<file path="src/design/irps_pkg.sv">
// Shared constants and codes for the IR pulse train sequencer.
// Used by the channel interfaces and by the top level; depends on nothing.
package irps_pkg;

   localparam int MARK_W      = 10;
   localparam int PAUSE_W     = 11;
   localparam int MAX_W       = 16;
   localparam int WORD_W      = 16;
   localparam int LEN_W       = 16;
   localparam int PAUSE_OUT_W = 20;
   localparam int POS_W       = 5;
   localparam int RC_W        = 3;
   localparam int FACTOR_W    = 4;
   localparam int COUNT_W     = 5;
   localparam int BIT_IDX_W   = 4;
   localparam int CSR_IDX_W   = 3;
   localparam int CSR_DATA_W  = 16;

   // Frame layout: start pair, sixteen data pairs, stop pair.
   localparam logic [POS_W-1:0]   LAST_POS      = 5'd17;
   localparam logic [POS_W-1:0]   DATA_BITS     = 5'd16;
   localparam logic [LEN_W-1:0]   PAIRS_PER_MSG = 16'd18;
   localparam logic [RC_W:0]      REPEAT_TOTAL  = 4'd5;
   localparam logic [RC_W:0]      SINGLE_TOTAL  = 4'd1;

   // Repeat spacing factors.
   localparam logic [FACTOR_W-1:0] EARLY_FACTOR = 4'd5;
   localparam logic [FACTOR_W-1:0] LATE_BASE    = 4'd8;
   localparam int                  CHAN_LSB     = 12;

   // Commands.
   localparam logic CMD_LOAD    = 1'b0;
   localparam logic CMD_ADVANCE = 1'b1;

   // Register indexes.
   localparam logic [CSR_IDX_W-1:0] REG_MARK_TIME  = 3'd0;
   localparam logic [CSR_IDX_W-1:0] REG_LOW_PAUSE  = 3'd1;
   localparam logic [CSR_IDX_W-1:0] REG_HIGH_PAUSE = 3'd2;
   localparam logic [CSR_IDX_W-1:0] REG_START      = 3'd3;
   localparam logic [CSR_IDX_W-1:0] REG_STOP       = 3'd4;
   localparam logic [CSR_IDX_W-1:0] REG_MAX_MSG    = 3'd5;

   // Register reset values.
   localparam logic [MARK_W-1:0]  MARK_RST  = 10'd158;
   localparam logic [PAUSE_W-1:0] LOW_RST   = 11'd263;
   localparam logic [PAUSE_W-1:0] HIGH_RST  = 11'd553;
   localparam logic [PAUSE_W-1:0] START_RST = 11'd1026;
   localparam logic [PAUSE_W-1:0] STOP_RST  = 11'd1026;
   localparam logic [MAX_W-1:0]   MAX_RST   = 16'd16000;

   typedef logic [MARK_W-1:0]      mark_type;
   typedef logic [PAUSE_W-1:0]     pause_type;
   typedef logic [PAUSE_OUT_W-1:0] pause_out_type;
   typedef logic [WORD_W-1:0]      word_type;

endpackage

</file>
<file path="src/design/irps_if.sv">
// Valid/ready channel interfaces for the IR pulse train sequencer.
// Depends on irps_pkg for payload types and widths.
interface irps_req_if;
   logic                                valid;
   logic                                ready;
   logic                                cmd;
   irps_pkg::word_type                  data_word;
   logic                                repeat_flag;

   modport source (output valid, cmd, data_word, repeat_flag, input ready);
   modport sink   (input valid, cmd, data_word, repeat_flag, output ready);
endinterface

interface irps_rsp_if;
   logic                                valid;
   logic                                ready;
   irps_pkg::mark_type                  mark_us;
   irps_pkg::pause_out_type             pause_us;
   logic [irps_pkg::RC_W-1:0]           repeat_index;
   logic                                last;

   modport source (output valid, mark_us, pause_us, repeat_index, last, input ready);
   modport sink   (input valid, mark_us, pause_us, repeat_index, last, output ready);
endinterface

</file>
<file path="src/design/ir_pulse_train_sequencer.sv">
// IR pulse train sequencer: turns a 16-bit word into start, data and stop mark/pause pairs.
// Depends on irps_pkg and on the channel interfaces in irps_if.sv.
// A pair appears on the result channel in the cycle after its command transfer.
// Throughput: one command per cycle unless the output stalls; the result register frees in the same cycle it is taken.
// The single result register sets the rate; an advance while idle gives no result.
// Reset (synchronous, active high) empties the result register, leaves the block idle
// and restores the timing registers to their default values.
module ir_pulse_train_sequencer (
   input  logic                                  clock,
   input  logic                                  reset,
   irps_req_if.sink                              req_chan,
   irps_rsp_if.source                            rsp_chan,
   input  logic                                  csr_we,
   input  logic [irps_pkg::CSR_IDX_W-1:0]        csr_index,
   input  logic [irps_pkg::CSR_DATA_W-1:0]       csr_wdata
);

   // Timing registers.
   irps_pkg::mark_type              mark_time_ff;
   irps_pkg::pause_type             low_pause_ff, high_pause_ff, start_pause_ff, stop_pause_ff;
   logic [irps_pkg::MAX_W-1:0]      max_msg_ff;

   // Train state.
   irps_pkg::word_type              held_word_ff, held_word_in;
   logic                            held_repeat_ff, held_repeat_in;
   logic [irps_pkg::POS_W-1:0]      bit_position_ff, bit_position_in;
   logic [irps_pkg::RC_W-1:0]       repeat_counter_ff, repeat_counter_in;
   logic [irps_pkg::LEN_W-1:0]      message_length_ff, message_length_in;
   logic                            busy_ff, busy_in;

   // Result register.
   logic                            rsp_valid_ff, rsp_valid_in;
   irps_pkg::mark_type              mark_us_ff;
   irps_pkg::pause_out_type         pause_us_ff, pause_us_in;
   logic [irps_pkg::RC_W-1:0]       repeat_index_ff;
   logic                            last_ff, last_in;

   logic                            accept;
   logic                            emit;
   logic [irps_pkg::COUNT_W-1:0]    ones;
   logic [irps_pkg::LEN_W-1:0]      length_calc;
   logic [irps_pkg::BIT_IDX_W-1:0]  bit_idx;
   logic [irps_pkg::FACTOR_W-1:0]   factor;
   logic                            padded;
   logic [irps_pkg::PAUSE_OUT_W-1:0] pad_total;
   logic [irps_pkg::PAUSE_OUT_W-1:0] stop_calc;
   logic [irps_pkg::RC_W:0]         needed;
   logic [irps_pkg::RC_W-1:0]       channel_code;

   assign req_chan.ready = !rsp_valid_ff || rsp_chan.ready;
   assign accept         = req_chan.valid && req_chan.ready;

   // Message length from the ones count of the word, modulo 2^16.
   assign ones = irps_pkg::COUNT_W'($countones(req_chan.data_word));
   assign length_calc =
      irps_pkg::LEN_W'({6'd0, mark_time_ff} * irps_pkg::PAIRS_PER_MSG)
      + irps_pkg::LEN_W'({11'd0, ones} * {5'd0, high_pause_ff})
      + irps_pkg::LEN_W'({11'd0, irps_pkg::DATA_BITS - ones} * {5'd0, low_pause_ff})
      + {5'd0, start_pause_ff} + {5'd0, stop_pause_ff};

   // Repeat spacing for the stop pair, taken from the held train state.
   assign channel_code = {1'b0, held_word_ff[irps_pkg::CHAN_LSB+1:irps_pkg::CHAN_LSB]};
   always_comb begin
      padded = held_repeat_ff;
      factor = irps_pkg::EARLY_FACTOR;
      case (repeat_counter_in) inside
         [3'd0:3'd1]: factor = irps_pkg::EARLY_FACTOR;
         [3'd2:3'd3]: factor = irps_pkg::LATE_BASE + irps_pkg::FACTOR_W'({channel_code, 1'b0});
         default:     padded = 1'b0;
      endcase
   end

   assign pad_total = irps_pkg::PAUSE_OUT_W'({16'd0, factor} * {4'd0, max_msg_ff})
                      + {9'd0, stop_pause_ff};

   always_comb begin
      if (!padded) begin
         stop_calc = {9'd0, stop_pause_ff};
      end else if (pad_total < {4'd0, message_length_ff}) begin
         // A negative pad saturates to zero.
         stop_calc = '0;
      end else begin
         stop_calc = pad_total - {4'd0, message_length_ff};
      end
   end

   always_comb begin
      held_word_in      = held_word_ff;
      held_repeat_in    = held_repeat_ff;
      bit_position_in   = bit_position_ff;
      repeat_counter_in = repeat_counter_ff;
      message_length_in = message_length_ff;
      busy_in           = busy_ff;
      emit              = 1'b0;
      if (accept) begin
         if (req_chan.cmd == irps_pkg::CMD_LOAD) begin
            held_word_in      = req_chan.data_word;
            held_repeat_in    = req_chan.repeat_flag;
            bit_position_in   = '0;
            repeat_counter_in = '0;
            message_length_in = length_calc;
            busy_in           = 1'b1;
            emit              = 1'b1;
         end else if (busy_ff) begin
            emit = 1'b1;
            if (bit_position_ff == irps_pkg::LAST_POS) begin
               bit_position_in   = '0;
               repeat_counter_in = repeat_counter_ff + 3'd1;
            end else begin
               bit_position_in = bit_position_ff + 5'd1;
            end
         end
      end

      needed  = held_repeat_in ? irps_pkg::REPEAT_TOTAL : irps_pkg::SINGLE_TOTAL;
      last_in = (bit_position_in == irps_pkg::LAST_POS)
                && (({1'b0, repeat_counter_in} + 4'd1) >= needed);
      if (emit && last_in) begin
         busy_in = 1'b0;
      end
   end

   // Data bits go out most significant first.
   assign bit_idx = irps_pkg::BIT_IDX_W'(irps_pkg::DATA_BITS - bit_position_in);

   always_comb begin
      if (bit_position_in == '0) begin
         pause_us_in = {9'd0, start_pause_ff};
      end else if (bit_position_in == irps_pkg::LAST_POS) begin
         pause_us_in = stop_calc;
      end else if (held_word_ff[bit_idx]) begin
         pause_us_in = {9'd0, high_pause_ff};
      end else begin
         pause_us_in = {9'd0, low_pause_ff};
      end
   end

   assign rsp_valid_in = emit || (rsp_valid_ff && !rsp_chan.ready);

   always_ff @(posedge clock) begin
      if (reset) begin
         mark_time_ff      <= irps_pkg::MARK_RST;
         low_pause_ff      <= irps_pkg::LOW_RST;
         high_pause_ff     <= irps_pkg::HIGH_RST;
         start_pause_ff    <= irps_pkg::START_RST;
         stop_pause_ff     <= irps_pkg::STOP_RST;
         max_msg_ff        <= irps_pkg::MAX_RST;
         held_word_ff      <= '0;
         held_repeat_ff    <= 1'b0;
         bit_position_ff   <= '0;
         repeat_counter_ff <= '0;
         message_length_ff <= '0;
         busy_ff           <= 1'b0;
         rsp_valid_ff      <= 1'b0;
      end else begin
         held_word_ff      <= held_word_in;
         held_repeat_ff    <= held_repeat_in;
         bit_position_ff   <= bit_position_in;
         repeat_counter_ff <= repeat_counter_in;
         message_length_ff <= message_length_in;
         busy_ff           <= busy_in;
         rsp_valid_ff      <= rsp_valid_in;
         if (csr_we) begin
            case (csr_index)
               irps_pkg::REG_MARK_TIME:  mark_time_ff   <= csr_wdata[irps_pkg::MARK_W-1:0];
               irps_pkg::REG_LOW_PAUSE:  low_pause_ff   <= csr_wdata[irps_pkg::PAUSE_W-1:0];
               irps_pkg::REG_HIGH_PAUSE: high_pause_ff  <= csr_wdata[irps_pkg::PAUSE_W-1:0];
               irps_pkg::REG_START:      start_pause_ff <= csr_wdata[irps_pkg::PAUSE_W-1:0];
               irps_pkg::REG_STOP:       stop_pause_ff  <= csr_wdata[irps_pkg::PAUSE_W-1:0];
               irps_pkg::REG_MAX_MSG:    max_msg_ff     <= csr_wdata;
               default: ;
            endcase
         end
      end
   end

   always_ff @(posedge clock) begin
      if (emit) begin
         mark_us_ff      <= mark_time_ff;
         pause_us_ff     <= pause_us_in;
         repeat_index_ff <= repeat_counter_in;
         last_ff         <= last_in;
      end
   end

   assign rsp_chan.valid        = rsp_valid_ff;
   assign rsp_chan.mark_us      = mark_us_ff;
   assign rsp_chan.pause_us     = pause_us_ff;
   assign rsp_chan.repeat_index = repeat_index_ff;
   assign rsp_chan.last         = last_ff;

`ifndef SYNTH
   // The frame position and transmission count stay inside the train.
   a_pos_range: assert property (@(posedge clock) disable iff (reset)
      bit_position_ff <= irps_pkg::LAST_POS)
      else $error("bit position beyond the stop pair");

   a_rc_range: assert property (@(posedge clock) disable iff (reset)
      repeat_counter_ff < irps_pkg::RC_W'(irps_pkg::REPEAT_TOTAL))
      else $error("repeat counter beyond the fifth transmission");

   // An advance transfer while idle must not produce a result.
   a_idle_advance: assert property (@(posedge clock) disable iff (reset)
      accept && req_chan.cmd == irps_pkg::CMD_ADVANCE && !busy_ff |=> !rsp_valid_ff)
      else $error("result produced by an advance while idle");

   // A load always starts a train with the start pair of transmission zero.
   a_load_starts: assert property (@(posedge clock) disable iff (reset)
      accept && req_chan.cmd == irps_pkg::CMD_LOAD
      |=> rsp_valid_ff && busy_ff && repeat_index_ff == '0 && !last_ff)
      else $error("load did not start a new train");
`endif

endmodule
</file>
<file path="src/flat_wrapper.sv">
// flat-port wrapper written by rule: the top's interface ports become plain ports
module ir_pulse_train_sequencer_flat 
  (clock, reset, csr_we, csr_index, csr_wdata, req_chan_valid, req_chan_cmd, req_chan_data_word, req_chan_repeat_flag, req_chan_ready, rsp_chan_valid, rsp_chan_mark_us, rsp_chan_pause_us, rsp_chan_repeat_index, rsp_chan_last, rsp_chan_ready);
  irps_req_if req_chan_i ();
  irps_rsp_if rsp_chan_i ();
  input  logic clock;
  input  logic reset;
  input  logic csr_we;
  input  logic [irps_pkg::CSR_IDX_W-1:0] csr_index;
  input  logic [irps_pkg::CSR_DATA_W-1:0] csr_wdata;
  input wire logic [$bits(req_chan_i.valid)-1:0] req_chan_valid;
  input wire logic [$bits(req_chan_i.cmd)-1:0] req_chan_cmd;
  input wire logic [$bits(req_chan_i.data_word)-1:0] req_chan_data_word;
  input wire logic [$bits(req_chan_i.repeat_flag)-1:0] req_chan_repeat_flag;
  output wire logic [$bits(req_chan_i.ready)-1:0] req_chan_ready;
  output wire logic [$bits(rsp_chan_i.valid)-1:0] rsp_chan_valid;
  output wire logic [$bits(rsp_chan_i.mark_us)-1:0] rsp_chan_mark_us;
  output wire logic [$bits(rsp_chan_i.pause_us)-1:0] rsp_chan_pause_us;
  output wire logic [$bits(rsp_chan_i.repeat_index)-1:0] rsp_chan_repeat_index;
  output wire logic [$bits(rsp_chan_i.last)-1:0] rsp_chan_last;
  input wire logic [$bits(rsp_chan_i.ready)-1:0] rsp_chan_ready;
  assign req_chan_i.valid = req_chan_valid;
  assign req_chan_i.cmd = req_chan_cmd;
  assign req_chan_i.data_word = req_chan_data_word;
  assign req_chan_i.repeat_flag = req_chan_repeat_flag;
  assign req_chan_ready = req_chan_i.ready;
  assign rsp_chan_valid = rsp_chan_i.valid;
  assign rsp_chan_mark_us = rsp_chan_i.mark_us;
  assign rsp_chan_pause_us = rsp_chan_i.pause_us;
  assign rsp_chan_repeat_index = rsp_chan_i.repeat_index;
  assign rsp_chan_last = rsp_chan_i.last;
  assign rsp_chan_i.ready = rsp_chan_ready;
  ir_pulse_train_sequencer u_core (.clock(clock), .reset(reset), .req_chan(req_chan_i), .rsp_chan(rsp_chan_i), .csr_we(csr_we), .csr_index(csr_index), .csr_wdata(csr_wdata));
endmodule
</file>
<file path="config.mk">
export PLATFORM = sky130hd
export DESIGN_NAME = ir_pulse_train_sequencer_flat
export DESIGN_NICKNAME = d
export VERILOG_FILES = /design/src/design/irps_pkg.sv /design/src/design/irps_if.sv /design/src/design/ir_pulse_train_sequencer.sv /design/src/flat_wrapper.sv
export SDC_FILE = /design/constraint.sdc
export NUM_CORES = 1
export LEC_CHECK = 0
export ABC_CLOCK_PERIOD_IN_PS = 20600
export BUFFER_PORTS_ARGS = -buffer_cell sky130_fd_sc_hd__clkbuf_2
export CORE_UTILIZATION = 55
export DETAILED_ROUTE_END_ITERATION = 16
export PLACE_DENSITY = 0.73
export SYNTH_ARGS = -nofsm -noshare
export SYNTH_HDL_FRONTEND = slang
export SYNTH_SLANG_ARGS = --single-unit
export TNS_END_PERCENT = 10
</file>
<file path="constraint.sdc">
create_clock -name clock -period 20.6 [get_ports clock]
set_input_delay 3.09 -clock clock [delete_from_list [all_inputs] [get_ports clock]]
set_output_delay 3.09 -clock clock [all_outputs]
set_load 0.03 [all_outputs]
</file>
==> impl_summary.txt <==
----------------------------------------------------
[Outcome]
  Outcome ... completed

[Setup path]
  Nature of the critical path endpoint ... register
  Bufs and invs on worst path ... 6
  CP delay by family, top ... adder cells
  Crit Path Class ... in2reg
  Depth of the critical timing path with buffers and inverters included ... 31
  Max stage delay on crit path ... 0.86 ns
  Critical Path Slowest Stage Cell ... fa_1
  Library cell appearing most often on the critical path ... fa_1
  Maximum fanout along the worst path ... 14
  Nature of the critical path startpoint ... input port
  CP Data Arrival Time ... 13.08 ns
  Required time at the worst-slack endpoint ... 20.94 ns
  Register-to-Register Path Depth ... 29

[Floorplanning]
  Number of placement rows ... 58
  DIE AREA ... 0.0268 mm2
  Die width ... 164 um
  Standard cell core area ... 0.0254 mm2
  Count of boundary I/O pins ... 78
  Die span in y ... 164 um
  Initial Util ... 0.567

[Finish]
  Area growth from synthesis to layout ... 7.87%
  Area taken by multi-input logic gates ... 0.00997 mm2
  Antenna Cells ... 0
  Final Core Density ... 0.612
  Filler cells ... 2228
  Commonest non-fill, non-tap cells in the layout ... 292 x nand2_1, 232 x inv_1, 165 x fa_1, 123 x a21oi_1, 119 x ha_1
  Seq. cell area ... 0.00328 mm2
  Fraction of final layout cells with drive strength greater than 1 ... 0.0872
  Most frequent standard cell in the layout excluding fill and tap cells ... nand2_1
  Post-layout net count ... 1998

[Routing]
  Vias after detailed routing ... 11200
  DRC marker count from the first detailed-route iteration ... 874
  Number of design rule violations left after detail routing ... 0
  Vias per cell ... 5.56
  Post-detailed-route wirelength per cell ... 17.2 um
  Drt total wl ... 34.7 mm
  First-pass DRT Iterations ... 5
  Remaining antenna violation count after routing ... 0

[Timing]
  Fin crit share ... 0.618
  Setup tns final ... 0 ns
  Maximum clock rate ... 78.5 MHz
  Final clock skew ... 0.0142 ns
  Tightest Pin Transition ... 1.05 ns
  Max Transition Viols Final ... 0
  Finish-stage setup viols ... 0
  Fin crit period ... 12.74 ns
  Final number of hold-violating endpoints ... 0
  Final hold slack ... 0.456 ns
  RSZ-0062 raised after global routing ... false
  Relative slew margins ... 0.296

[Yosys]
  Number of flops mapped to enable cells by yosys ... 34
  Yosys synthesis warning count ... 0
  Synth Net Count ... 1957
  Area of the mapped netlist ... 0.0144 mm2
  Dominant synthesized flop cell ... dfxtp_1
  Flops & latches, synth ... 147
  Mapped Cells ... 1631
  Post-Synthesis Mean Instance Area ... 8.83 um2
  Sequential element share of the synthesized area ... 0.228
  Count of cell types in the netlist ... 73
  Share of synthesized registers carrying an async set or reset ... 0

[Clocking]
  H-tree depth reported by CTS ... 4
  Total CTS buffers ... 17
  Worst-case clock buffer depth ... 2
  Clock root cell ... clkbuf_16
  TritonCTS clock tree ... yes
  Clock-pin slew on the worst setup and hold paths ... 0.07 ns
  Number of gates given a new drive strength after cts ... 0
  Hold buffer count at CTS ... 0
  Sink Count ... 147
  Clock latency reported for the late side of the worst-skew pair ... 0.44 ns
  Post-CTS setup-driven buffer insertion count ... 0

[Global route]
  First-pass GRT wire length ... 56.8 mm
  Initial antenna violation count ... 0
  Total grt overflow ... 0
  GRT Util Overall ... 0.275
  Vias in the first global route ... 11100
  Largest net degree at the start of global routing ... 97

[Hold path]
  Hold WC Path Type ... reg2reg
  Number of cells traversed by the worst hold path ... 2

[Place]
  GPL Wtd Cong ... 0.844
  Port buffer count ... 77
  Final HPWL from detailed placement ... 27.4 mm

[Job]
  Max cap viols ... 0

----------------------------------------------------
-- per-layer routing --
layer / GRT usage / wire [um] / vias up
met5: 0 / 0 / -
met4: 0.0694 / 647 / 0
met3: 0.0480 / 2220 / 46
met2: 0.456 / 16500 / 355
met1: 0.371 / 15400 / 5455
li1: - / - / 5352
-- per-stage QoR --
stage                     instances  area (um2)  setup slack (ns)
after detailed placement       1983       15000              7.51
after global routing           2015       15500              7.29
after floorplan                1631       14400              8.77
after global placement         1983       15000              7.75
after CTS                      2015       15500              7.90
final                          2015       15500              7.86
-- cells by family after synthesis --
family | count (synthesis) | synth area share
AND/OR/NAND/NOR | 571 | 0.185
buffers and inverters | 293 | 0.0805
flip-flops | 147 | 0.228
AO/OA/AOI/OAI | 251 | 0.113
adder cells (fa/ha/maj) | 284 | 0.333
XOR/XNOR | 55 | 0.0348
multiplexers | 30 | 0.0259
-- cell usage after synthesis (27+ instances only) --
library cell,number,area [um2]
dfxtp_1,113,2260
clkbuf_1,52,195
edfxtp_1,34,1020
nor2_1,71,267
a21o_1,27,203
a21oi_1,123,616
fa_1,165,3300
inv_1,232,871
nand2_1,293,1100
ha_1,119,1490
xnor2_1,34,298
and2_1,66,413
nor2b_1,30,188
-- worst paths after layout --
check | startpoint | endpoint | slack [ns]
setup / recovery | req_chan_data_word[12] | u_core.message_length_ff[15] | 7.86
hold / removal | u_core.held_word_ff[15] | u_core.held_word_ff[15] | 0.46
setup reg to reg | u_core.bit_position_ff[0] | u_core.rsp_chan.pause_us[10] | 10.64
hold reg to reg | u_core.held_word_ff[15] | u_core.held_word_ff[15] | 0.46
-- cell type report --
| class | count | area share |
|---|---|---|
| Inverter | 232 | 0.0561 |
| Clock inverter | 13 | 0.00717 |
| Sequential cell | 147 | 0.211 |
| Tap cell | 330 | 0.0266 |
| Multi-Input combinational cell | 1191 | 0.642 |
| Clock buffer | 19 | 0.0292 |
| Timing Repair Buffer | 83 | 0.0279 |
-- worst reg2reg max path: cells and delay by family, from the launching register on --
family | cells | cell delay, ns
flops | 1 | 0.45
fa+ha+maj | 6 | 2.45
buf+inv | 3 | 0.14
compound gates | 10 | 2.53
simple gates | 8 | 3.17
xor+xnor | 2 | 0.94
-- registers in the layout, summed over array words and instances, names as in the netlist, 3 cells and up --
name,count
u_core.rsp_chan.pause_us,20
u_core.held_word_ff,16
u_core.max_msg_ff,16
u_core.message_length_ff,16
u_core.high_pause_ff,11
u_core.low_pause_ff,11
u_core.start_pause_ff,11
u_core.stop_pause_ff,11
u_core.mark_time_ff,10
u_core.rsp_chan.mark_us,10
u_core.bit_position_ff,5
u_core.repeat_counter_ff,3
u_core.rsp_chan.repeat_index,3
Power is left out: the tool's default activity adds up to more than one toggle a clock period on the data nets, which glitch-free logic cannot reach.
